--- config.mk ---
export PLATFORM = sky130hd
export DESIGN_NAME = sliding_window_maximum_flat
export DESIGN_NICKNAME = d
export VERILOG_FILES = /design/src/rtl/swm_pkg.sv /design/src/rtl/swm_if.sv /design/src/rtl/sliding_window_maximum.sv /design/src/flat_wrapper.sv
export SDC_FILE = /design/constraint.sdc
export NUM_CORES = 2
export LEC_CHECK = 0
export ABC_AREA = 1
export BUFFER_PORTS_ARGS = -buffer_cell sky130_fd_sc_hd__buf_4
export CAP_MARGIN = 20
export CORE_MARGIN = 4
export CORE_UTILIZATION = 33
export DETAILED_ROUTE_END_ITERATION = 16
export PLACE_DENSITY = 0.49
export SLEW_MARGIN = 15
export SYNTH_ARGS = -nofsm -noshare
export SYNTH_HDL_FRONTEND = slang
export SYNTH_SLANG_ARGS = --single-unit
--- constraint.sdc ---
create_clock -name clk_i -period 15.45 [get_ports clk_i]
set_input_delay 0.7725 -clock clk_i [delete_from_list [all_inputs] [get_ports clk_i]]
set_output_delay 0.7725 -clock clk_i [all_outputs]
set_load 0.005 [all_outputs]
--- src/rtl/swm_pkg.sv ---
`timescale 1ns / 1ps

package swm_pkg;

  // Width of the window length register.
  localparam int unsigned WL_BITS = 7;
  localparam logic [WL_BITS-1:0] WL_RESET = WL_BITS'(1);

  typedef enum logic [1:0] {
    ST_IDLE,
    ST_FRONT,
    ST_BACK,
    ST_APPEND
  } swm_state_e;

endpackage

--- src/rtl/swm_if.sv ---
`timescale 1ns / 1ps

// Input channel: one sample word per handshake.
interface swm_in_if #(
  parameter int unsigned SAMPLE_BITS = 16
);
  logic                          valid;
  logic                          ready;
  logic signed [SAMPLE_BITS-1:0] sample;
  logic                          start_of_sequence;

  modport source (output valid, output sample, output start_of_sequence, input ready);
  modport sink   (input valid, input sample, input start_of_sequence, output ready);
endinterface

// Output channel: one window maximum word per handshake.
interface swm_out_if #(
  parameter int unsigned SAMPLE_BITS = 16
);
  logic                          valid;
  logic                          ready;
  logic signed [SAMPLE_BITS-1:0] window_max;

  modport source (output valid, output window_max, input ready);
  modport sink   (input valid, input window_max, output ready);
endinterface

--- src/rtl/sliding_window_maximum.sv ---
`timescale 1ns / 1ps
// After an accept the block ages out expired entries at the front (FRONT), pops smaller
//   entries at the back (BACK), then appends the sample (APPEND) and, once the window
//   has filled, registers the result; an empty queue or a restart goes straight to APPEND.
//   One word at a time: the single compare unit and one-read-per-cycle queue set the pace.
//   Ready is low while busy and while a finished result waits on a full output register.
// Reset (async, active low): queue empty, position and count zero, window length 1.
module sliding_window_maximum #(
  parameter int unsigned MAX_WINDOW  = 64,
  parameter int unsigned SAMPLE_BITS = 16
) (
  input  logic                            clk_i,
  input  logic                            rst_ni,
  input  logic                            cfg_we_i,
  input  logic [swm_pkg::WL_BITS-1:0]     cfg_wdata_i,
  swm_in_if.sink                          in_i,
  swm_out_if.source                       out_o
);
  import swm_pkg::*;

  // Queue index, fill count and sample position (positions wrap at 2*MAX_WINDOW).
  localparam int unsigned IW      = (MAX_WINDOW > 1) ? $clog2(MAX_WINDOW) : 1;
  localparam int unsigned CW      = $clog2(MAX_WINDOW + 1);
  localparam int unsigned PW      = $clog2(2 * MAX_WINDOW);
  localparam int unsigned POS_MOD = 2 * MAX_WINDOW;
  localparam int unsigned EW      = (CW > WL_BITS) ? CW : WL_BITS;
  // Shared comparator operand width: fits an order key or an age / length.
  localparam int unsigned KW      = (SAMPLE_BITS > PW) ? SAMPLE_BITS : PW;
  localparam int unsigned MW      = PW + SAMPLE_BITS;

  swm_state_e state_q, state_d;

  logic [WL_BITS-1:0]     wl_q;
  logic [IW-1:0]          head_q, head_d;
  logic [CW-1:0]          count_q, count_d;
  logic [PW-1:0]          pos_q, pos_d;
  logic [CW-1:0]          seen_q, seen_d;
  logic [SAMPLE_BITS-1:0] sample_q, sample_d;
  logic [SAMPLE_BITS-1:0] front_q, front_d;
  logic                   out_valid_q, out_valid_d;
  logic [SAMPLE_BITS-1:0] out_data_q, out_data_d;

  // Queue store: {position, value} per entry, one write and one read port.
  logic [MW-1:0]          mem [MAX_WINDOW];
  logic [MW-1:0]          rdata_q;
  logic [IW-1:0]          raddr;
  logic                   mem_we;

  logic                   accept;
  logic [CW-1:0]          len;
  logic [EW-1:0]          wl_ext;
  logic [PW-1:0]          rd_pos;
  logic [SAMPLE_BITS-1:0] rd_val;
  logic [PW-1:0]          age;
  logic [KW-1:0]          cmp_a, cmp_b;
  logic                   less;
  logic [IW-1:0]          offset;
  logic [IW-1:0]          slot;
  logic [CW-1:0]          seen_inc;
  logic                   has_result;
  logic                   stall;

  // (head + offset) modulo MAX_WINDOW; both operands are below MAX_WINDOW.
  function automatic logic [IW-1:0] wrap_add(input logic [IW-1:0] a, input logic [IW-1:0] b);
    logic [IW:0] s;
    s = {1'b0, a} + {1'b0, b};
    if (s >= (IW+1)'(MAX_WINDOW)) begin
      s = s - (IW+1)'(MAX_WINDOW);
    end
    return s[IW-1:0];
  endfunction

  assign accept    = in_i.valid && in_i.ready;
  assign in_i.ready = (state_q == ST_IDLE);

  assign out_o.valid      = out_valid_q;
  assign out_o.window_max = out_data_q;

  // Effective window length: zero acts as one, clamp to MAX_WINDOW.
  assign wl_ext = EW'(wl_q);
  always_comb begin
    priority if (wl_ext == '0) begin
      len = CW'(1);
    end else if (wl_ext > EW'(MAX_WINDOW)) begin
      len = CW'(MAX_WINDOW);
    end else begin
      len = CW'(wl_ext);
    end
  end

  assign rd_pos = rdata_q[MW-1:SAMPLE_BITS];
  assign rd_val = rdata_q[SAMPLE_BITS-1:0];

  // Age of the front entry, modulo 2*MAX_WINDOW.
  always_comb begin
    if (pos_q >= rd_pos) begin
      age = pos_q - rd_pos;
    end else begin
      age = PW'((PW+1)'(pos_q) + (PW+1)'(POS_MOD) - (PW+1)'(rd_pos));
    end
  end

  // Shared compare unit: age < length at the front, back < new sample at the back.
  always_comb begin
    if (state_q == ST_BACK) begin
      cmp_a = KW'({~rd_val[SAMPLE_BITS-1], rd_val[SAMPLE_BITS-2:0]});
      cmp_b = KW'({~sample_q[SAMPLE_BITS-1], sample_q[SAMPLE_BITS-2:0]});
    end else begin
      cmp_a = KW'(age);
      cmp_b = KW'(len);
    end
  end
  assign less = (cmp_a < cmp_b);

  assign seen_inc   = (seen_q < len) ? seen_q + CW'(1) : len;
  assign has_result = (seen_inc >= len);
  assign stall      = has_result && out_valid_q && !out_o.ready;

  // Next state.
  always_comb begin
    state_d = state_q;
    unique case (state_q)
      ST_IDLE: begin
        if (accept) begin
          state_d = (!in_i.start_of_sequence && count_q != '0) ? ST_FRONT : ST_APPEND;
        end
      end
      ST_FRONT: begin
        if (less) begin
          state_d = ST_BACK;
        end else if (count_q == CW'(1)) begin
          state_d = ST_APPEND;
        end
      end
      ST_BACK: begin
        if (!(less && count_q != CW'(1))) begin
          state_d = ST_APPEND;
        end
      end
      ST_APPEND: begin
        if (!stall) begin
          state_d = ST_IDLE;
        end
      end
      default: state_d = ST_IDLE;
    endcase
  end

  // Datapath and memory addressing.
  always_comb begin
    head_d      = head_q;
    count_d     = count_q;
    pos_d       = pos_q;
    seen_d      = seen_q;
    sample_d    = sample_q;
    front_d     = front_q;
    out_data_d  = out_data_q;
    out_valid_d = out_valid_q && !out_o.ready;
    offset      = '0;
    raddr       = head_q;
    mem_we      = 1'b0;
    unique case (state_q)
      ST_IDLE: begin
        if (accept) begin
          sample_d = in_i.sample;
          if (in_i.start_of_sequence) begin
            head_d  = '0;
            count_d = '0;
            pos_d   = '0;
            seen_d  = '0;
          end
        end
      end
      ST_FRONT: begin
        if (less) begin
          // front stays; go read the back entry
          front_d = rd_val;
          offset  = IW'(count_q - CW'(1));
          raddr   = slot;
        end else begin
          // front aged out
          offset  = IW'(1);
          head_d  = slot;
          count_d = count_q - CW'(1);
          raddr   = slot;
        end
      end
      ST_BACK: begin
        if (less) begin
          count_d = count_q - CW'(1);
          offset  = IW'(count_q - CW'(2));
          raddr   = slot;
        end
      end
      ST_APPEND: begin
        // fill never reaches MAX_WINDOW here: survivors are younger than the window
        offset = IW'(count_q);
        if (!stall) begin
          mem_we  = 1'b1;
          count_d = count_q + CW'(1);
          pos_d   = (pos_q == PW'(POS_MOD - 1)) ? '0 : pos_q + PW'(1);
          seen_d  = seen_inc;
          if (has_result) begin
            out_valid_d = 1'b1;
            out_data_d  = (count_q == '0) ? sample_q : front_q;
          end
        end
      end
      default: ;
    endcase
  end

  assign slot = wrap_add(head_q, offset);

  always_ff @(posedge clk_i) begin
    if (mem_we) begin
      mem[slot] <= {pos_q, sample_q};
    end
    rdata_q <= mem[raddr];
  end

  always_ff @(posedge clk_i or negedge rst_ni) begin
    if (!rst_ni) begin
      state_q     <= ST_IDLE;
      wl_q        <= WL_RESET;
      head_q      <= '0;
      count_q     <= '0;
      pos_q       <= '0;
      seen_q      <= '0;
      out_valid_q <= 1'b0;
    end else begin
      state_q     <= state_d;
      if (cfg_we_i) begin
        wl_q <= cfg_wdata_i;
      end
      head_q      <= head_d;
      count_q     <= count_d;
      pos_q       <= pos_d;
      seen_q      <= seen_d;
      out_valid_q <= out_valid_d;
    end
  end

  always_ff @(posedge clk_i) begin
    sample_q   <= sample_d;
    front_q    <= front_d;
    out_data_q <= out_data_d;
  end

endmodule

--- src/flat_wrapper.sv ---
// flat-port wrapper written by rule: the top's interface ports become plain ports
module sliding_window_maximum_flat import swm_pkg::*;
#(
  parameter int unsigned MAX_WINDOW  = 64,
  parameter int unsigned SAMPLE_BITS = 16
)
  (clk_i, rst_ni, cfg_we_i, cfg_wdata_i, in_i_valid, in_i_sample, in_i_start_of_sequence, in_i_ready, out_o_valid, out_o_window_max, out_o_ready);
  swm_in_if #(.SAMPLE_BITS(SAMPLE_BITS)) in_i_i ();
  swm_out_if #(.SAMPLE_BITS(SAMPLE_BITS)) out_o_i ();
  input  logic clk_i;
  input  logic rst_ni;
  input  logic cfg_we_i;
  input  logic [swm_pkg::WL_BITS-1:0] cfg_wdata_i;
  input wire logic [$bits(in_i_i.valid)-1:0] in_i_valid;
  input wire logic [$bits(in_i_i.sample)-1:0] in_i_sample;
  input wire logic [$bits(in_i_i.start_of_sequence)-1:0] in_i_start_of_sequence;
  output wire logic [$bits(in_i_i.ready)-1:0] in_i_ready;
  output wire logic [$bits(out_o_i.valid)-1:0] out_o_valid;
  output wire logic [$bits(out_o_i.window_max)-1:0] out_o_window_max;
  input wire logic [$bits(out_o_i.ready)-1:0] out_o_ready;
  assign in_i_i.valid = in_i_valid;
  assign in_i_i.sample = in_i_sample;
  assign in_i_i.start_of_sequence = in_i_start_of_sequence;
  assign in_i_ready = in_i_i.ready;
  assign out_o_valid = out_o_i.valid;
  assign out_o_window_max = out_o_i.window_max;
  assign out_o_i.ready = out_o_ready;
  sliding_window_maximum #(.MAX_WINDOW(MAX_WINDOW), .SAMPLE_BITS(SAMPLE_BITS)) u_core (.clk_i(clk_i), .rst_ni(rst_ni), .cfg_we_i(cfg_we_i), .cfg_wdata_i(cfg_wdata_i), .in_i(in_i_i), .out_o(out_o_i));
endmodule
Word-level counts from Yosys, hierarchy flattened. Memory sizes are Yosys's and may differ from the RTL's. A register that Yosys moved wholly into a read port is not among the register bits. Cells that the tools add are included.

Add/subtract/negate cells: 10. Order comparisons: 6. Equality and inequality tests: 13. Mux-type cells: 42. Bitwise operators: 3. Reductions and logical operators: 21.

Operators with widths (count): two-way mux 7 bit (12); two-way mux 16 bit (3); two-way mux 6 bit (7); adder 7 x 1 -> 7 bit, second input constant (4); case mux 7 bit (2 select lines) (2); case mux 7 bit (4 select lines) (1); case mux 6 bit (2 select lines) (2); case mux 6 bit (3 select lines) (1); < comparator 16 bit (1); greater-or-equal comparator 7 bit (2); logical NOT 7 bit (2); subtractor 7 bit (2); two-way mux 2 bit (6); AND reduction 4 bit (3); inequality test 2 bit, second input constant (5); case mux 2 bit (4 select lines) (1); adder 6 x 6 -> 7 bit (1); equality test 7 x 1 -> 1 bit, second input constant (1); equality test 7 bit, second input constant (1); greater-or-equal comparator 7 bit, second input constant (1); greater-than comparator 7 bit, second input constant (1); < comparator 7 bit (1); two-way mux 1 bit (7); inequality test 7 x 1 -> 1 bit, second input constant (1); other kinds (16) (27).

Bits in registers: 85. RAM bits: 1472. Input port bits: 29. Output and inout port bits: 18. Memories: 1.

Memory list: u_core.mem (words 64, width 23, rd ports 1, clocked after Yosys merged registers in 1, wr ports 1, line sliding_window_maximum.sv:44) `logic [MW-1:0] mem [MAX_WINDOW];`.

Longest topological paths before layout.
Word-level depth: 12. Mapped depth: 43.

Least setup slack after synthesis. OpenSTA, ideal clock, no wires.

Kind: register -> register. From: register u_core.pos_q[2]. To: memory u_core.mem[16][0] (netlist bit), enable pin. Library setup time: 0.403 ns. Arrival: 6.864 ns. Data required time: 15.047 ns. Setup slack: 8.183 ns. Cell stages (with the launch flop): 38. Buffers on the path: 0. Clock period less this slack: 7.267 ns. Cells stage by stage: dfrtp_1 -> ha_1 -> a21oi_1 -> o21ai_0 -> o21ai_0 -> nand2_1 -> a21oi_1 -> inv_1 -> nor3_1 -> nor2_1 -> o21ai_0 -> xnor2_1 -> a21oi_1 -> ha_1 -> a21oi_1 -> nor2_1 -> a211oi_1 -> nand2_1 -> (+2 left out) -> inv_2 -> nand2_1 -> o221ai_1 -> nand2_1 -> inv_1 -> ha_1 -> a21oi_1 -> nand2_1 -> nand2_1 -> nand2_1 -> a21oi_1 -> xor2_1 -> nand3b_1 -> nand2_1 -> inv_1 -> nor2_1 -> nand2_1 -> nor2_1.

Cells in the longest elaborated chain, start to end: 10.

Ends and longest elaborated chain: start, declared (line sliding_window_maximum.sv:36) `logic [PW-1:0] pos_q, pos_d;`; start signal, assigned (line sliding_window_maximum.sv:238) `pos_q <= pos_d;`; adder 7 x 1 -> 7 bit (line sliding_window_maximum.sv:99) `age = PW'((PW+1)'(pos_q) + (PW+1)'(POS_MOD) - (PW+1)'(rd_pos));`; subtractor 7 bit (line sliding_window_maximum.sv:99); two-way mux 7 bit (*) (line sliding_window_maximum.sv:96) `if (pos_q >= rd_pos) begin`; two-way mux 16 bit (*) (line sliding_window_maximum.sv:105) `if (state_q == ST_BACK) begin`; < comparator 16 bit (*) (line sliding_window_maximum.sv:113) `assign less = (cmp_a < cmp_b);`; two-way mux 6 bit (on tied branches) (line sliding_window_maximum.sv:189, sliding_window_maximum.sv:175); case mux 6 bit (3 select lines) (*) (line sliding_window_maximum.sv:162) `unique case (state_q)`; adder 6 x 6 -> 7 bit (*) (line sliding_window_maximum.sv:66) `s = {1'b0, a} + {1'b0, b};`; subtractor 6 x 1 -> 6 bit / greater-or-equal comparator 7 bit (equally long branches) (line sliding_window_maximum.sv:68, sliding_window_maximum.sv:67); two-way mux 6 bit (*) (line sliding_window_maximum.sv:67) `if (s >= (IW+1)'(MAX_WINDOW)) begin`; end, declared (line sliding_window_maximum.sv:44).

Mark *: on every way between the ends. The rest lies on a longest branch, timed or not.

Worst setup path in the final report.
From: register u_core.pos_q[6]. To: register u_core.rdata_q[0], read port of u_core.mem.

Cells in the longest elaborated chain, start to end: 12.

Ends and longest elaborated chain: adder 7 x 1 -> 7 bit (line sliding_window_maximum.sv:99); subtractor 7 bit (line sliding_window_maximum.sv:99); two-way mux 7 bit (*) (line sliding_window_maximum.sv:96); two-way mux 16 bit (*) (line sliding_window_maximum.sv:105); < comparator 16 bit (*) (line sliding_window_maximum.sv:113); two-way mux 6 bit (on tied branches) (line sliding_window_maximum.sv:189, sliding_window_maximum.sv:175); case mux 6 bit (3 select lines) (line sliding_window_maximum.sv:162); adder 6 x 6 -> 7 bit (line sliding_window_maximum.sv:66); subtractor 6 x 1 -> 6 bit / greater-or-equal comparator 7 bit (equally long branches) (line sliding_window_maximum.sv:68, sliding_window_maximum.sv:67); two-way mux 6 bit (line sliding_window_maximum.sv:67); two-way mux 6 bit (line sliding_window_maximum.sv:189) `if (less) begin`; case mux 6 bit (2 select lines) (*) (line sliding_window_maximum.sv:162); end, declared (line sliding_window_maximum.sv:45) `logic [MW-1:0] rdata_q;`.

Marked as above. A chain may end at the register's enable or synchronous reset.

==> results.txt <==
----------------------------------------------------
[Status]
  Outcome ... completed

[GRT]
  Pin count of the biggest net entering global routing ... just under 200
  Global-route wire length before repair ... approximately 330,000 µm
  GRT Util Overall ... between 20% and 30%
  Number of antenna violations at the first check in global routing ... 14
  Number of global-route vias before repair ... between 40,000 and 50,000
  Aggregate global routing overflow ... 0

[Routing]
  Mean number of vias per cell ... 4.94
  Wire length per cell ... roughly 23 µm
  Number of DRC violations after detailed-routing iteration 0 ... just under 5,000
  Sum of routed wire length over all layers ... ~230,000 µm
  DR vias ... ~50,000
  First-pass DRT Iterations ... 6
  Antenna violation net count after detailed routing ... 0
  DRC violation count after routing ... 0

[Timing]
  Max Clock Freq ... about 110 MHz
  Final Skew ... between 0.03 and 0.04 ns
  Actual slew at the worst max-slew pin ... between 1 and 1.5 ns
  Setup repair after global routing missed its margin ... no
  Final Slew Violations ... 0
  Total negative setup slack ... 0 ns
  Total count of hold-check failures in the final report ... 0
  Share of the clock period used by the worst path after layout ... ~58%
  Total of endpoints with negative setup slack in the final report ... 0
  Worst rel slew slack ... roughly 26%
  Min cycle time layout ... 8.96 ns

[Finish]
  Number of non-filler instances in the completed layout ... 9,851
  Area occupied by multi-input gates ... 16,800 µm²
  Relative area change from synthesis to final layout ... 12.7%
  Number of fill cells in the layout ... slightly above 20,000
  Count of nets after finishing ... between 6,000 and 7,000
  Post-route design area ... between 70,000 and 80,000 µm²
  Storage cell area ... between 40,000 and 50,000 µm²
  Layout cell share with drive strength beyond 1 ... 7.43%

[Setup path]
  Start-to-end type of the worst setup path ... register to register
  CP arrival ... 9.64 ns
  Critical Path Sink ... u_core.rdata_q[0]
  Reg-to-reg endpoint ... u_core.rdata_q[0]
  Highest-delay cell along the critical path ... buf_4
  Launch instance of the worst register-to-register path ... u_core.pos_q[6]
  Reg2Reg Setup Slack ... 6.49 ns
  Capturing element type of the critical path ... register
  Timing startpoint of the critical path ... u_core.pos_q[6]
  Top delay family on crit path ... simple AND/OR/NAND/NOR gates
  Required time of the critical path ... around 16 ns
  Crit path launch type ... register
  Reg2Reg Depth ... 32
  Delay of the slowest cell on the worst path ... ~0.69 ns
  Logic depth of the worst path, buffers included ... 32
  Max Fanout on Critical Path ... 194
  Worst path buffer plus inverter count ... 5

[Min path]
  Hold/Removal Path Class ... primary input to register

[Die]
  Height of the die ... 471 µm
  Standard cell core area ... 213,000 µm²
  Ports placed on the boundary ... 47
  Total die area ... ~220,000 µm²
  Standard-cell rows ... between 150 and 200
  Die X ... 471 µm
  Starting density of the core ... between 30% and 40%

[Yosys]
  Post-synthesis async set-or-reset flop share ... under 10%
  Number of unique standard cell types used by synthesis ... 44
  Post-Syn Nets ... between 6,000 and 7,000
  Number of synthesis warnings ... 0
  Average footprint of a synthesized cell ... slightly above 10 µm²
  Most common flop cell mapped by yosys ... edfxtp_1
  Leading post-synthesis cells by cell area ... edfxtp_1 65%, nand3_1 11%, nand2_1 8.2%, inv_1 7.3%, buf_2 1.3%
  Number of enable-type register cells in the synthesized netlist ... approximately 1,500
  Cell type with the highest aggregate area in the netlist ... edfxtp_1
  Sequential share of the synthesized area ... 66.6%
  Share of Yosys cell area claimed by the top area cell type ... about 65%
  Number of register bits inferred by synthesis ... 1,580
  Cells after synthesis ... 6,872
  Post-Syn Area ... 70,600 µm²

[Clocking]
  Number of buffers inserted to repair setup after CTS ... 0
  Clock insertion delay at the later pin of the skew report ... between 0.8 and 0.9 ns
  CTS tree ... yes
  Quantity of gates resized following cts ... 0
  Sinks on the clock net ... between 1,500 and 2,000
  Maximum level of the CTS H-tree ... 4
  Clock transition at the registers of the reported paths ... 0.06 ns
  Number of buffers created by CTS ... ~170
  Clock tree buffer depth ... 3
  Clock root cell ... clkbuf_16

[Placement]
  Detail Placement HPWL ... roughly 120,000 µm
  Placement-stage cell area ... around 74,000 µm²
  Instance count after placement with tap cells included ... between 9,000 and 10,000
  Final estimated routing congestion in global placement ... ~0.86
  I/O Buffers ... 46

[Run]
  Count of max-cap constraint violations ... 0

----------------------------------------------------
-- through the flow --
stage | util [%] | hold slack [ns] | setup WS [ns]
2_1_floorplan | - | 0.409 | 8.18
3_3_place_gp | 34.9 | 0.525 | 6.62
3_5_place_dp | 34.9 | 0.525 | 6.62
4_1_cts | 37.4 | 0.0767 | 6.59
5_1_grt | 37.4 | 0.0991 | 5.96
6_report | 37.4 | 0.128 | 6.49
-- cell type report --
type	count	share of cell area, %
Multi-Input combinational cell	3541	21.1
Inverter	1391	6.59
Sequential cell	1580	59.1
Clock buffer	229	5.80
Tap cell	2821	4.44
Antenna cell	3	0.00944
Clock inverter	85	0.829
Timing Repair Buffer	201	2.11
-- registers in the layout (all words and copies together), names as in the netlist --
signal / count
u_core.sample_q: 16
u_core.wl_ext: 7
u_core.out_o.valid: 1
u_core.head_q: 6
u_core.seen_q: 7
u_core.pos_q: 7
u_core.mem: 1472
u_core.count_q: 7
u_core.front_q: 16
u_core.state_q: 2
u_core.rdata_q: 23
u_core.out_o.window_max: 16
-- cells by family after synthesis --
| group | share of synthesized area [%] |
|---|---|
| AND/OR/NAND/NOR | 21.0 |
| multiplexers | 0.0159 |
| flip-flops | 66.6 |
| adder cells (fa/ha/maj) | 1.04 |
| XOR/XNOR | 0.236 |
| AO/OA/AOI/OAI | 1.10 |
| buffers and inverters | 9.96 |
-- metal layers --
layer | track usage, % | share of wire [%] | up-vias
met5 | 0 | 0 | -
met4 | 6.30 | 3.2 | 0
met3 | 3.29 | 6.9 | 327
met2 | 32.7 | 46 | 1714
met1 | 28.2 | 44 | 24100
li1 | - | - | 22600
-- synth_stat cells, types with 2 or more instances --
library cell  count
xor2_1           14
nand3_1        1563
o21a_1            2
dfrtp_1          36
o21ai_0          66
a211oi_1          2
or2_2             3
buf_6             2
o221ai_1          3
nand3_2           2
o22ai_1           5
o211ai_1          4
clkinv_1          2
nand4_1           6
inv_2             7
a21oi_1          38
o31ai_1           5
nor2_1          108
nand2_1        1536
edfxtp_1       1520
ha_1             54
clkbuf_1        101
buf_2           188
nand3b_1         93
inv_1          1382
buf_1            12
dfxtp_1          23
xnor2_1           5
fa_1              3
a22oi_1           2
nand2_2           5
o2111ai_1         3
nor3_1           10
buf_4            57
-- worst min path at each step --
stage                        from                         end  slack, ns  depth (start not counted)
6_report          in_i_sample[13]         u_core.sample_q[13]       0.13                          1
5_1_grt            in_i_sample[4]          u_core.sample_q[4]        0.1                          1
4_1_cts            in_i_sample[4]          u_core.sample_q[4]       0.08                          1
3_5_place_dp    u_core.front_q[5]  u_core.out_o.window_max[5]       0.53                          2
3_3_place_gp     u_core.seen_q[1]            u_core.seen_q[1]       0.52                          2
2_1_floorplan  u_core.rdata_q[10]          u_core.front_q[10]       0.41                          0
-- cells in the final DEF, fill, tap and decap left out, types with 54 or more instances in the layout --
cell type | synthesis | routed
buf_4 | 57 | 187
clkbuf_16 | 0 | 174
edfxtp_1 | 1520 | 1520
ha_1 | 54 | 54
inv_1 | 1382 | 1381
nand2_1 | 1536 | 1532
nand3_1 | 1563 | 1563
nand3b_1 | 93 | 93
nor2_2 | 0 | 60
o21ai_0 | 66 | 65
-- timing repair --
item                       4_1_cts  5_1_grt
hold buffers                     1        0
setup endpoints to repair        0        0
hold endpoints to repair        36        0
Power is left out: the tool's default activity adds up to more than one toggle a clock period on the data nets, which glitch-free logic cannot reach.
